**src/rtl/slpg_pkg.sv**
```systemverilog
// package with types, constants and pattern function of the status led pattern generator
`timescale 1ns / 1ps
package slpg_pkg;

  localparam int unsigned MODE_W        = 3;
  localparam int unsigned INTRO_W       = 10;
  localparam int unsigned PHASE_W       = 11;
  localparam int unsigned SINCE_W       = 8;
  localparam int unsigned PERIOD_W      = 8;
  localparam int unsigned CFG_INDEX_W   = 1;
  localparam int unsigned CFG_DATA_W    = 8;

  localparam int unsigned INTRO_END     = 900;
  localparam int unsigned PHASE_WRAP    = 2000;
  localparam int unsigned BLINK_PERIOD  = 1000;
  localparam int unsigned BLINK_ON      = 500;
  localparam int unsigned INTRO_SHIFT   = 100;
  localparam int unsigned FLASH_LEN     = 120;
  localparam int unsigned FLASH2_START  = 300;
  localparam int unsigned FLASH3_START  = 600;
  localparam int unsigned SINCE_MAX     = 255;
  localparam int unsigned REFRESH_RESET = 20;

  typedef enum logic [MODE_W-1:0] {
    MODE_BOOTING    = 3'd0,
    MODE_NO_CONFIG  = 3'd1,
    MODE_SETUP      = 3'd2,
    MODE_CONNECTING = 3'd3,
    MODE_CONNECTED  = 3'd4,
    MODE_ERROR      = 3'd5
  } mode_t;

  typedef enum logic {
    CMD_TICK = 1'b0,
    CMD_MODE = 1'b1
  } cmd_t;

  typedef enum logic [CFG_INDEX_W-1:0] {
    REG_ACTIVE_LOW     = 1'b0,
    REG_REFRESH_PERIOD = 1'b1
  } cfg_reg_t;

  typedef struct packed {
    logic                command;
    logic [MODE_W-1:0]   new_mode;
  } item_t;

  typedef struct packed {
    logic  valid;
    item_t item;
  } stage_t;

  typedef struct packed {
    logic                active_low;
    logic [PERIOD_W-1:0] refresh_period;
  } cfg_t;

  function automatic logic in_flashes(logic [PHASE_W-1:0] p, logic three);
    logic lit;
    lit = (p < PHASE_W'(FLASH_LEN))
        || (p >= PHASE_W'(FLASH2_START) && p < PHASE_W'(FLASH2_START + FLASH_LEN))
        || (three && p >= PHASE_W'(FLASH3_START)
            && p < PHASE_W'(FLASH3_START + FLASH_LEN));
    return lit;
  endfunction

  function automatic logic pattern_value(logic [MODE_W-1:0] m, logic [INTRO_W-1:0] intro,
                                         logic [PHASE_W-1:0] p);
    logic lit;
    lit = 1'b0;
    case (m)
      MODE_BOOTING: lit = 1'b1;
      MODE_NO_CONFIG: begin
        if (intro < INTRO_W'(INTRO_END)) begin
          lit = in_flashes(PHASE_W'(intro), 1'b1);
        end else begin
          // (p + shift) mod period below on-time, unrolled over the wrap range
          lit = (p < PHASE_W'(BLINK_ON - INTRO_SHIFT))
              || (p >= PHASE_W'(BLINK_PERIOD - INTRO_SHIFT)
                  && p < PHASE_W'(BLINK_PERIOD + BLINK_ON - INTRO_SHIFT))
              || (p >= PHASE_W'(PHASE_WRAP - INTRO_SHIFT));
        end
      end
      MODE_SETUP: begin
        lit = (p < PHASE_W'(BLINK_ON))
            || (p >= PHASE_W'(BLINK_PERIOD) && p < PHASE_W'(BLINK_PERIOD + BLINK_ON));
      end
      MODE_CONNECTING: lit = in_flashes(p, 1'b0);
      MODE_CONNECTED:  lit = 1'b0;
      MODE_ERROR:      lit = in_flashes(p, 1'b1);
      default:         lit = 1'b0;
    endcase
    return lit;
  endfunction

endpackage

```
**src/rtl/slpg_if.sv**
```systemverilog
// channel interfaces for items, results and configuration writes
`timescale 1ns / 1ps
interface slpg_item_if import slpg_pkg::*; ();
  logic              valid;
  logic              ready;
  logic              command;
  logic [MODE_W-1:0] new_mode;
  modport source (output valid, command, new_mode, input ready);
  modport sink   (input valid, command, new_mode, output ready);
endinterface

interface slpg_result_if;
  logic valid;
  logic ready;
  logic led_on;
  logic pin_level;
  modport source (output valid, led_on, pin_level, input ready);
  modport sink   (input valid, led_on, pin_level, output ready);
endinterface

interface slpg_cfg_if import slpg_pkg::*; ();
  logic                   valid;
  logic                   ready;
  logic [CFG_INDEX_W-1:0] index;
  logic [CFG_DATA_W-1:0]  data;
  modport source (output valid, index, data, input ready);
  modport sink   (input valid, index, data, output ready);
endinterface

```
**src/rtl/slpg_cfg_regs.sv**
```systemverilog
// configuration registers of the status led pattern generator
`timescale 1ns / 1ps
module slpg_cfg_regs import slpg_pkg::*; (
  input  logic     clk,
  input  logic     rst,
  slpg_cfg_if.sink cfg,
  output cfg_t     cfg_q
);

  logic                active_low;
  logic [PERIOD_W-1:0] refresh_period;

  assign cfg.ready = 1'b1;

  always_ff @(posedge clk) begin
    if (rst) begin
      active_low     <= 1'b0;
      refresh_period <= PERIOD_W'(REFRESH_RESET);
    end else if (cfg.valid) begin
      unique case (cfg.index)
        REG_ACTIVE_LOW:     active_low     <= cfg.data[0];
        REG_REFRESH_PERIOD: refresh_period <= cfg.data[PERIOD_W-1:0];
        default: ;
      endcase
    end
  end

  assign cfg_q.active_low     = active_low;
  assign cfg_q.refresh_period = refresh_period;

endmodule

```
**src/rtl/slpg_in_stage.sv**
```systemverilog
// input register that holds one item until the engine takes it
`timescale 1ns / 1ps
module slpg_in_stage import slpg_pkg::*; (
  input  logic      clk,
  input  logic      rst,
  slpg_item_if.sink item_in,
  input  logic      take,
  output stage_t    stage
);

  logic  valid;
  item_t item;

  assign item_in.ready = !valid || take;

  always_ff @(posedge clk) begin
    if (rst) begin
      valid <= 1'b0;
    end else if (item_in.ready) begin
      valid <= item_in.valid;
    end
  end

  always_ff @(posedge clk) begin
    if (item_in.valid && item_in.ready) begin
      item.command  <= item_in.command;
      item.new_mode <= item_in.new_mode;
    end
  end

  assign stage.valid = valid;
  assign stage.item  = item;

endmodule

```
**src/rtl/slpg_engine.sv**
```systemverilog
// mode timing state, led evaluation and result register
`timescale 1ns / 1ps
module slpg_engine import slpg_pkg::*; (
  input  logic          clk,
  input  logic          rst,
  input  stage_t        stage,
  input  cfg_t          cfg_q,
  output logic          take,
  slpg_result_if.source result_out
);

  logic [MODE_W-1:0]  mode, mode_next;
  logic [INTRO_W-1:0] intro_time, intro_time_next;
  logic [PHASE_W-1:0] phase, phase_next;
  logic [SINCE_W-1:0] since_refresh, since_refresh_next;
  logic               led, led_next;
  logic               out_valid;
  logic               led_on;
  logic               pin_level;
  logic [SINCE_W-1:0] since_inc;

  assign take = stage.valid && (!out_valid || result_out.ready);

  always_comb begin
    mode_next          = mode;
    intro_time_next    = intro_time;
    phase_next         = phase;
    since_refresh_next = since_refresh;
    led_next           = led;
    since_inc          = (since_refresh < SINCE_W'(SINCE_MAX)) ? since_refresh + 1'b1
                                                               : since_refresh;
    case (stage.item.command)
      CMD_MODE: begin
        if (stage.item.new_mode <= MODE_ERROR && stage.item.new_mode != mode) begin
          mode_next          = stage.item.new_mode;
          intro_time_next    = '0;
          phase_next         = '0;
          since_refresh_next = '0;
          led_next           = pattern_value(stage.item.new_mode, '0, '0);
        end
      end
      default: begin
        if (intro_time < INTRO_W'(INTRO_END)) begin
          intro_time_next = intro_time + 1'b1;
        end
        phase_next = (phase == PHASE_W'(PHASE_WRAP - 1)) ? '0 : phase + 1'b1;
        since_refresh_next = since_inc;
        if (since_inc >= cfg_q.refresh_period) begin
          since_refresh_next = '0;
          led_next           = pattern_value(mode, intro_time_next, phase_next);
        end
      end
    endcase
  end

  always_ff @(posedge clk) begin
    if (rst) begin
      mode          <= MODE_BOOTING;
      intro_time    <= '0;
      phase         <= '0;
      since_refresh <= '0;
      led           <= 1'b1;
    end else if (take) begin
      mode          <= mode_next;
      intro_time    <= intro_time_next;
      phase         <= phase_next;
      since_refresh <= since_refresh_next;
      led           <= led_next;
    end
  end

  always_ff @(posedge clk) begin
    if (rst) begin
      out_valid <= 1'b0;
    end else if (take) begin
      out_valid <= 1'b1;
    end else if (result_out.ready) begin
      out_valid <= 1'b0;
    end
  end

  always_ff @(posedge clk) begin
    if (take) begin
      led_on    <= led_next;
      pin_level <= led_next ^ cfg_q.active_low;
    end
  end

  assign result_out.valid     = out_valid;
  assign result_out.led_on    = led_on;
  assign result_out.pin_level = pin_level;

endmodule

```
**src/rtl/status_led_pattern_generator_core.sv**
```systemverilog
// top level of the status led pattern generator
// Usage:
//   item_in carries one item per handshake: command 0 is a one-millisecond
//   tick, command 1 asks for mode new_mode (codes six and seven are ignored).
//   result_out returns exactly one item per input item: led_on and pin_level
//   (led_on xor active_low), in input order.
//   cfg writes register 0 (active_low) or 1 (refresh_period), always ready;
//   the user must write it only while no item is in flight (unchecked).
// Timing:
//   an item waits in the input register until the engine takes it, and its
//   result is then registered in the result register.
//   one item per cycle is taken as long as results are taken; the input
//   register and the result register each hold one item.
// Reset (rst, synchronous): mode booting, timing cleared, led lit,
//   active_low 0, refresh_period 20, both channels empty.
// Stall: while result_out.ready is low a held result stays; one more item is
//   taken into the input register, then item_in.ready drops.
`timescale 1ns / 1ps
module status_led_pattern_generator_core import slpg_pkg::*; (
  input  logic          clk,
  input  logic          rst,
  slpg_item_if.sink     item_in,
  slpg_result_if.source result_out,
  slpg_cfg_if.sink      cfg
);

  cfg_t   cfg_q;
  stage_t stage;
  logic   take;

  slpg_cfg_regs u_cfg_regs (
    .clk   (clk),
    .rst   (rst),
    .cfg   (cfg),
    .cfg_q (cfg_q)
  );

  slpg_in_stage u_in_stage (
    .clk     (clk),
    .rst     (rst),
    .item_in (item_in),
    .take    (take),
    .stage   (stage)
  );

  slpg_engine u_engine (
    .clk        (clk),
    .rst        (rst),
    .stage      (stage),
    .cfg_q      (cfg_q),
    .take       (take),
    .result_out (result_out)
  );

endmodule
```
**src/flat_wrapper.sv**
```systemverilog
// flat-port wrapper written by rule: the top's interface ports become plain ports
module status_led_pattern_generator_core_flat import slpg_pkg::*;
  (clk, rst, item_in_valid, item_in_command, item_in_new_mode, item_in_ready, result_out_valid, result_out_led_on, result_out_pin_level, result_out_ready, cfg_valid, cfg_index, cfg_data, cfg_ready);
  slpg_item_if item_in_i ();
  slpg_result_if result_out_i ();
  slpg_cfg_if cfg_i ();
  input  logic clk;
  input  logic rst;
  input wire logic [$bits(item_in_i.valid)-1:0] item_in_valid;
  input wire logic [$bits(item_in_i.command)-1:0] item_in_command;
  input wire logic [$bits(item_in_i.new_mode)-1:0] item_in_new_mode;
  output wire logic [$bits(item_in_i.ready)-1:0] item_in_ready;
  output wire logic [$bits(result_out_i.valid)-1:0] result_out_valid;
  output wire logic [$bits(result_out_i.led_on)-1:0] result_out_led_on;
  output wire logic [$bits(result_out_i.pin_level)-1:0] result_out_pin_level;
  input wire logic [$bits(result_out_i.ready)-1:0] result_out_ready;
  input wire logic [$bits(cfg_i.valid)-1:0] cfg_valid;
  input wire logic [$bits(cfg_i.index)-1:0] cfg_index;
  input wire logic [$bits(cfg_i.data)-1:0] cfg_data;
  output wire logic [$bits(cfg_i.ready)-1:0] cfg_ready;
  assign item_in_i.valid = item_in_valid;
  assign item_in_i.command = item_in_command;
  assign item_in_i.new_mode = item_in_new_mode;
  assign item_in_ready = item_in_i.ready;
  assign result_out_valid = result_out_i.valid;
  assign result_out_led_on = result_out_i.led_on;
  assign result_out_pin_level = result_out_i.pin_level;
  assign result_out_i.ready = result_out_ready;
  assign cfg_i.valid = cfg_valid;
  assign cfg_i.index = cfg_index;
  assign cfg_i.data = cfg_data;
  assign cfg_ready = cfg_i.ready;
  status_led_pattern_generator_core u_core (.clk(clk), .rst(rst), .item_in(item_in_i), .result_out(result_out_i), .cfg(cfg_i));
endmodule
```
**config.mk**
```make
export PLATFORM = sky130hd
export DESIGN_NAME = status_led_pattern_generator_core_flat
export DESIGN_NICKNAME = d
export VERILOG_FILES = /design/src/rtl/slpg_pkg.sv /design/src/rtl/slpg_if.sv /design/src/rtl/slpg_cfg_regs.sv /design/src/rtl/slpg_in_stage.sv /design/src/rtl/slpg_engine.sv /design/src/rtl/status_led_pattern_generator_core.sv /design/src/flat_wrapper.sv
export SDC_FILE = /design/constraint.sdc
export NUM_CORES = 1
export LEC_CHECK = 0
export BUFFER_PORTS_ARGS = -buffer_cell sky130_fd_sc_hd__clkbuf_2
export CORE_ASPECT_RATIO = 1.2
export CORE_MARGIN = 1.5
export CORE_UTILIZATION = 37
export DETAILED_ROUTE_END_ITERATION = 10
export PLACE_DENSITY = 0.5
export RECOVER_POWER = 100
export SYNTH_ARGS = -nofsm -noshare
export SYNTH_HDL_FRONTEND = slang
export SYNTH_SLANG_ARGS = --single-unit
```
**constraint.sdc**
```tcl
create_clock -name clk -period 4 [get_ports clk]
set_clock_uncertainty 0.15 [all_clocks]
set_input_delay 0.8 -clock clk [delete_from_list [all_inputs] [get_ports clk]]
set_output_delay 0.8 -clock clk [all_outputs]
set_load 0.02 [all_outputs]
```
==> key figures, run 1 <==
Layout
  • Filler-free cell count of the finished design: 566
  • Share of layout cells above drive strength 1: 7.85%
  • Most common cell after layout, fill and taps aside: nor2_1
  • ANT cells: 0
  • Commonest non-fill, non-tap cells in the layout: nor2_1, dfxtp_1, nand2_1, a21oi_1, a22oi_1
  • Nets@finish: 475
  • Layout area overhead: 7.38%
  • Util after Layout: 40.7%
  • Fillers: 981
  • Final Cell Area: 0.00368 mm^2

GRT
  • Number of global-route vias before repair: 3060
  • Initial antenna violation count: 0
  • Total track usage: 17.9%
  • Grt ovf: 0
  • Largest net degree at the start of global routing: 43
  • First-pass GRT wire length: 14500 um

Die
  • Core area: 0.00903 mm^2
  • Initial core utilization: 37.9%
  • Num rows: 38
  • Io pins: 23
  • Die width: 90.8 um
  • Die ar.: 0.00985 mm^2
  • Die Height: 108 um

Logic synthesis
  • Primary FF master, synth: dfxtp_1
  • Syn. warnings: 0
  • Post-Syn Area: 0.00343 mm^2
  • Synth Register Bits: 50
  • Cells after Synth: 444
  • Syn_nets: 474
  • Mean post-synth cell area: 7.72 um^2
  • Number of synthesized flops with an enable pin: 6
  • Count of cell types in the netlist: 72
  • Post-synth ARST share: 0%
  • Seq/Total Area, Yosys: 31.0%

Drt
  • DR vias: 3243
  • DR DRC count: 0
  • DR WL/cell: 14.9 um
  • Post-Route WL: 8420 um
  • Via-per-instance ratio: 5.73
  • Post-DRT Antenna Nets: 0
  • DRT Pass-1 Iters: 5
  • Initial drt markers: 186

Timing
  • RSZ-0062 raised after global routing: false
  • Worst-Margin Slew: 2.02 ns
  • Fmax: 0.272 GHz
  • Slew Viols, Final: 43
  • # setup viols final: 0
  • Final hold slack: 0.311 ns
  • Sum Neg Setup Slack: 0 ns
  • Tcrit/Tclk final: 91.9%
  • Crit path time final: 3.68 ns
  • Worst rel slew slack: -34.8%
  • Final hold viol count: 0
  • Setup ws final: 0.324 ns

Placed design
  • Post-DP HPWL: 5970 um
  • RD Place Congestion: 0.892
  • Placed cell area: 0.00358 mm^2
  • Worst slack, placed: 0.342 ns
  • IO Port Bufs: 21
  • Inst Count DP: 558

Critical path
  • Critical-path top delay cell: dfxtp_1
  • Worst setup path startpoint: u_core.u_engine.since_refresh[0]$_SDFFE_PP0P_
  • Critical Path Sink: u_core.u_engine.result_out.pin_level$_DFFE_PP_
  • Critical Path Source Type: flop
  • Crit path arrival time: 3.60 ns
  • Worst r2r dst: u_core.u_engine.result_out.pin_level$_DFFE_PP_
  • Crit path cell chain: ha_1, nand2_1, nor2_1, nand3_1, xnor2_1, ha_1, nand2b_1, a21o_1, a21o_1, a211o_1, a21oi_1, o21ai_0, and3_1, a21oi_2, xnor2_1
  • Flop2flop setup slack: 0.32 ns
  • CP Data Required Time: 3.92 ns
  • RR Startpoint: u_core.u_engine.since_refresh[0]$_SDFFE_PP0P_
  • CP Max Fanout: 6
  • Crit end category: flop
  • Cell count of the worst reg-to-reg path: 15
  • Critical path type: reg -> reg
  • Max incr delay on CP: 0.39 ns

CTS
  • Worst-Skew Late Latency: 0.31 ns
  • Htree depth: 2
  • CTS clock-pin slew for the worst setup and hold paths: 0.10 ns
  • CTS sink cnt: 50
  • CTS max path bufs: 2
  • Clock root buffer: clkbuf_8
  • CTS tree: built
  • Number of buffers created by CTS: 5

Outcome
  • Status: finished, violations left
  • Failing checks: max-capacitance violations, max-slew violations

Hold path
  • Hold crit path type: reg -> reg

Flow run
  • Maxcap violations: 1

Power and ir drop
  • Static Leak: 1.38 nW
  • Peak supply drop: 156 uV
  • Power density cells: 269 mW/mm^2
  • Overall power: 0.988 mW
-- synth_stat cells, types with 11 or more instances --
cell       n  area share [%]
dfxtp_1   44              26
a21oi_1   27             3.9
xnor2_1   11             2.8
clkbuf_1  24             2.6
nor2_1    52             5.7
ha_1      12             4.4
nand3_1   19             2.8
nand2_1   43             4.7
o21ai_0   14             2.0
inv_1     17             1.9
a22oi_1   21             4.6
nor3_1    13             1.9
-- repair_timing --
item | CTS | global route
endpoints found under the setup margin | 0 | 1
hold buffers | 0 | 0
setup buffers | 0 | 0
gates resized for setup | 0 | 1
-- report_power, final --
group	total, mW	switching (mW)	internal (mW)	leakage (nW)
Sequential	0.534	0.0123	0.522	0.414
Combinational	0.0830	0.0505	0.0325	0.915
Clock	0.371	0.184	0.188	0.0524
Total	0.988	0.246	0.742	1.38
-- routing by layer --
layer,wire [um],up-vias,share of wire [%],global-route usage [%]
met2,4100,81,49,32.8
li1,-,1638,-,-
met4,102,0,1.2,4.69
met1,3920,1516,46,22.1
met3,300,8,3.6,2.39
met5,0,-,0,0
-- worst min path at each step --
| stage | end | cells after the start | startpoint |
|---|---|---|---|
| 5_1_grt | u_core.u_cfg_regs.refresh_period[0]$_SDFFE_PP0P_ | 2 | u_core.u_cfg_regs.refresh_period[0]$_SDFFE_PP0P_ |
| 6_report | u_core.u_cfg_regs.refresh_period[3]$_SDFFE_PP0P_ | 2 | u_core.u_cfg_regs.refresh_period[3]$_SDFFE_PP0P_ |
| 3_3_place_gp | u_core.u_cfg_regs.refresh_period[3]$_SDFFE_PP0P_ | 2 | u_core.u_cfg_regs.refresh_period[3]$_SDFFE_PP0P_ |
| 4_1_cts | u_core.u_cfg_regs.refresh_period[5]$_SDFFE_PP0P_ | 2 | u_core.u_cfg_regs.refresh_period[5]$_SDFFE_PP0P_ |
| 2_1_floorplan | u_core.u_cfg_regs.refresh_period[1]$_SDFFE_PP0P_ | 2 | u_core.u_cfg_regs.refresh_period[1]$_SDFFE_PP0P_ |
| 3_5_place_dp | u_core.u_cfg_regs.refresh_period[5]$_SDFFE_PP0P_ | 2 | u_core.u_cfg_regs.refresh_period[5]$_SDFFE_PP0P_ |
-- cell type report --
type | count | area, um^2 | share of cell area (%)
tap | 120 | 150 | 4.08
clock buffer | 7 | 76.3 | 2.07
sequential | 50 | 1060 | 28.8
multi-input combinational | 347 | 2180 | 59.1
clock inverter | 1 | 30.0 | 0.816
inverter | 17 | 63.8 | 1.73
timing repair buffer | 24 | 121 | 3.30
-- kinds of logic (layout without fill, tap and decap cells) --
family / Yosys count / after routing / share of synthesized area, %
multiplexers: 8 / 8 / 2.41
other: 1 / 1 / 0.109
XOR/XNOR: 15 / 15 / 3.83
AO/OA/AOI/OAI: 129 / 129 / 26.2
AND/OR/NAND/NOR: 182 / 182 / 26.5
flip-flops: 50 / 50 / 31.0
adder cells (fa/ha/maj): 12 / 12 / 4.38
buffers and inverters: 47 / 49 / 5.59
-- registers in the layout, indices dropped and copies added (netlist names) --
register / count
u_core.u_engine.mode: 3
u_core.u_engine.result_out.led_on: 1
u_core.u_cfg_regs.refresh_period: 8
u_core.u_engine.led: 1
u_core.u_cfg_regs.active_low: 1
u_core.u_in_stage.stage: 4
u_core.u_in_stage.valid: 1
u_core.u_engine.intro_time: 10
u_core.u_engine.phase: 11
u_core.u_engine.result_out.valid: 1
u_core.u_engine.since_refresh: 8
u_core.u_engine.result_out.pin_level: 1
-- worst max-delay path, delay by kind of cell (launching register included) --
| family | cells | cell delay [ns] |
|---|---|---|
| compound gates | 6 | 1.15 |
| simple gates | 5 | 0.91 |
| fa+ha+maj | 2 | 0.49 |
| xor+xnor | 2 | 0.36 |
| flops | 1 | 0.39 |
Power figures use the tool's default switching activity.
==> run 2, diff against run 1 <==
--- a/config.mk
+++ b/config.mk
@@ -6,11 +6,13 @@
 export NUM_CORES = 1
 export LEC_CHECK = 0
 export BUFFER_PORTS_ARGS = -buffer_cell sky130_fd_sc_hd__clkbuf_2
+export CELL_PAD_IN_SITES_DETAIL_PLACEMENT = 1
+export CELL_PAD_IN_SITES_GLOBAL_PLACEMENT = 1
 export CORE_ASPECT_RATIO = 1.2
 export CORE_MARGIN = 1.5
 export CORE_UTILIZATION = 37
 export DETAILED_ROUTE_END_ITERATION = 10
-export PLACE_DENSITY = 0.5
+export PLACE_DENSITY = 0.64
 export RECOVER_POWER = 100
 export SYNTH_ARGS = -nofsm -noshare
 export SYNTH_HDL_FRONTEND = slang
==> run 2 against run 1 <==
Compared with the run above: the run still ends with max-capacitance violations, max-slew violations left; critical path type unchanged; via count increased by 2.5%; total power decreased by 4.7%; non-clock buffer count fell by 1; final cell count is 0.18% lower; highest routed layer unchanged.
==> key figures, run 2 (synthesis gave the netlist of run 1 again) <==
CTS
  • Worst-Skew Late Latency: 0.32 ns
  • CTS tree: built
  • CTS clock-pin slew for the worst setup and hold paths: 0.10 ns
  • CTS sink cnt: 50
  • CTS max path bufs: 2
  • Htree depth: 2
  • Number of buffers created by CTS: 5
  • Clock root buffer: clkbuf_8

Power and ir drop
  • Clock share of power: 34.3%
  • Net Switching: 0.247 mW
  • Switching share of power: 26.2%
  • Peak supply drop: 161 uV
  • Combinational fraction of design power: 8.9%
  • Static Leak: 1.38 nW
  • Reg power frac: 56.8%
  • Power density cells: 257 mW/mm^2
  • Int Power: 0.695 mW

Critical path
  • Critical path type: reg -> reg
  • CP Data Required Time: 3.93 ns
  • Crit path arrival time: 3.55 ns
  • Crit end category: flop
  • CP Max Fanout: 6
  • Critical Path Source Type: flop
  • Flop2flop setup slack: 0.38 ns

Timing
  • Worst-Margin Slew: 2.00 ns
  • Slew Viols, Final: 43
  • RSZ-0062 raised after global routing: false
  • Tcrit/Tclk final: 90.5%
  • # setup viols final: 0
  • Sum Neg Setup Slack: 0 ns
  • Final hold viol count: 0
  • Fmax: 0.276 GHz
  • Worst rel slew slack: -33.2%
  • Final hold slack: 0.309 ns
  • Crit path time final: 3.62 ns

Layout
  • Fillers: 1147
  • Nets@finish: 474
  • Most common cell after layout, fill and taps aside: nor2_1
  • Layout area overhead: 7.05%
  • ANT cells: 0
  • Share of layout cells above drive strength 1: 8.09%
  • Max reg flops: 11
  • Largest regs: u_core.u_engine.phase (11), u_core.u_engine.intro_time (10)
  • Final Cell Area: 0.00367 mm^2
  • Commonest non-fill, non-tap cells in the layout: nor2_1, dfxtp_1, nand2_1, a21oi_1, a22oi_1
  • Most flops, register: u_core.u_engine.phase

Outcome
  • Failing checks: max-capacitance violations, max-slew violations
  • Status: finished, violations left

Die
  • Die ar.: 0.00985 mm^2
  • Die Height: 108 um
  • Io pins: 23
  • Initial core utilization: 37.9%
  • Die width: 90.8 um
  • Num rows: 38
  • Core area: 0.00903 mm^2

Placed design
  • Post-DP HPWL: 6860 um
  • IO Port Bufs: 21
  • RD Place Congestion: 0.819
  • Placed cell area: 0.00357 mm^2

GRT
  • Largest net degree at the start of global routing: 43
  • First-pass GRT wire length: 16300 um
  • Total track usage: 20.3%
  • Grt ovf: 0
  • Number of global-route vias before repair: 3319
  • Initial antenna violation count: 0

Drt
  • Post-DRT Antenna Nets: 0
  • DR DRC count: 0
  • DRT Pass-1 Iters: 4
  • DR WL/cell: 16.4 um
  • Via-per-instance ratio: 5.88
  • Post-Route WL: 9280 um
  • DR vias: 3324
  • Initial drt markers: 166

Hold path
  • Hold crit path type: reg -> reg

Flow run
  • Maxcap violations: 1
==> run 2: routing by layer <==
layer	global-route usage, %	routed length, um
met1	24.3	4150
met4	7.70	186
met2	36.5	4710
met5	0	0
met3	3.09	225
==> run 2: path summary, 6_finish.rpt <==
| path | start | to | depth (start not counted) |
|---|---|---|---|
| max | u_core.u_engine.since_refresh[0]$_SDFFE_PP0P_ | u_core.u_engine.result_out.pin_level$_DFFE_PP_ | 15 |
| min reg2reg | u_core.u_cfg_regs.refresh_period[3]$_SDFFE_PP0P_ | u_core.u_cfg_regs.refresh_period[3]$_SDFFE_PP0P_ | 2 |
| min | u_core.u_cfg_regs.refresh_period[3]$_SDFFE_PP0P_ | u_core.u_cfg_regs.refresh_period[3]$_SDFFE_PP0P_ | 2 |
| max reg2reg | u_core.u_engine.since_refresh[0]$_SDFFE_PP0P_ | u_core.u_engine.result_out.pin_level$_DFFE_PP_ | 15 |
==> run 2: final cells by class <==
type / count / area [um^2] / share of cell area, %
clock buffer: 7 / 86.3 / 2.35
timing repair buffer: 23 / 113 / 3.07
inverter: 17 / 63.8 / 1.74
tap: 120 / 150 / 4.09
sequential: 50 / 1060 / 28.9
clock inverter: 1 / 5.00 / 0.136
multi-input combinational: 347 / 2190 / 59.7
==> run 2: through the flow <==
stage | power [mW] | utilization (%) | worst slack, ns | cells
final | 0.942 | 40.6 | 0.381 | 565
after global routing | 0.987 | 40.6 | 0.0279 | 565
after CTS | 0.958 | 40.5 | 0.306 | 565
after detailed placement | 0.632 | 39.5 | 0.327 | 557
after global placement | 0.628 | 39.5 | 0.443 | 557
after floorplan | 0.603 | - | 0.724 | 444
==> run 2: repair_timing <==
action / CTS / global route
hold buffers: 0 / 0
endpoints found under the setup margin: 0 / 9
resized for setup: 0 / 3
endpoints found under the hold margin: 0 / 0
buffers inserted: 0 / 0
==> run 2: worst max-delay path: stages (launching register included) <==
cell and delay [ns]:
dfxtp_1 0.42, ha_1 0.24, nand2_1 0.09, nor2_1 0.19, nand3_2 0.20, xnor2_2 0.19, ha_1 0.27, nand2b_1 0.14
a21o_1 0.17, a21o_1 0.17, a211o_1 0.28, a21oi_1 0.11, o21ai_0 0.23, and3_1 0.28, a21oi_2 0.19, xnor2_1 0.08
==> run 2: power groups by stage <==
stage	clock network [mW]	registers [mW]	logic [mW]
2_1_floorplan	0	0.544	0.0592
3_3_place_gp	0	0.546	0.0825
3_5_place_dp	0	0.546	0.0857
4_1_cts	0.337	0.535	0.0859
5_1_grt	0.353	0.537	0.0967
6_report	0.323	0.535	0.0837
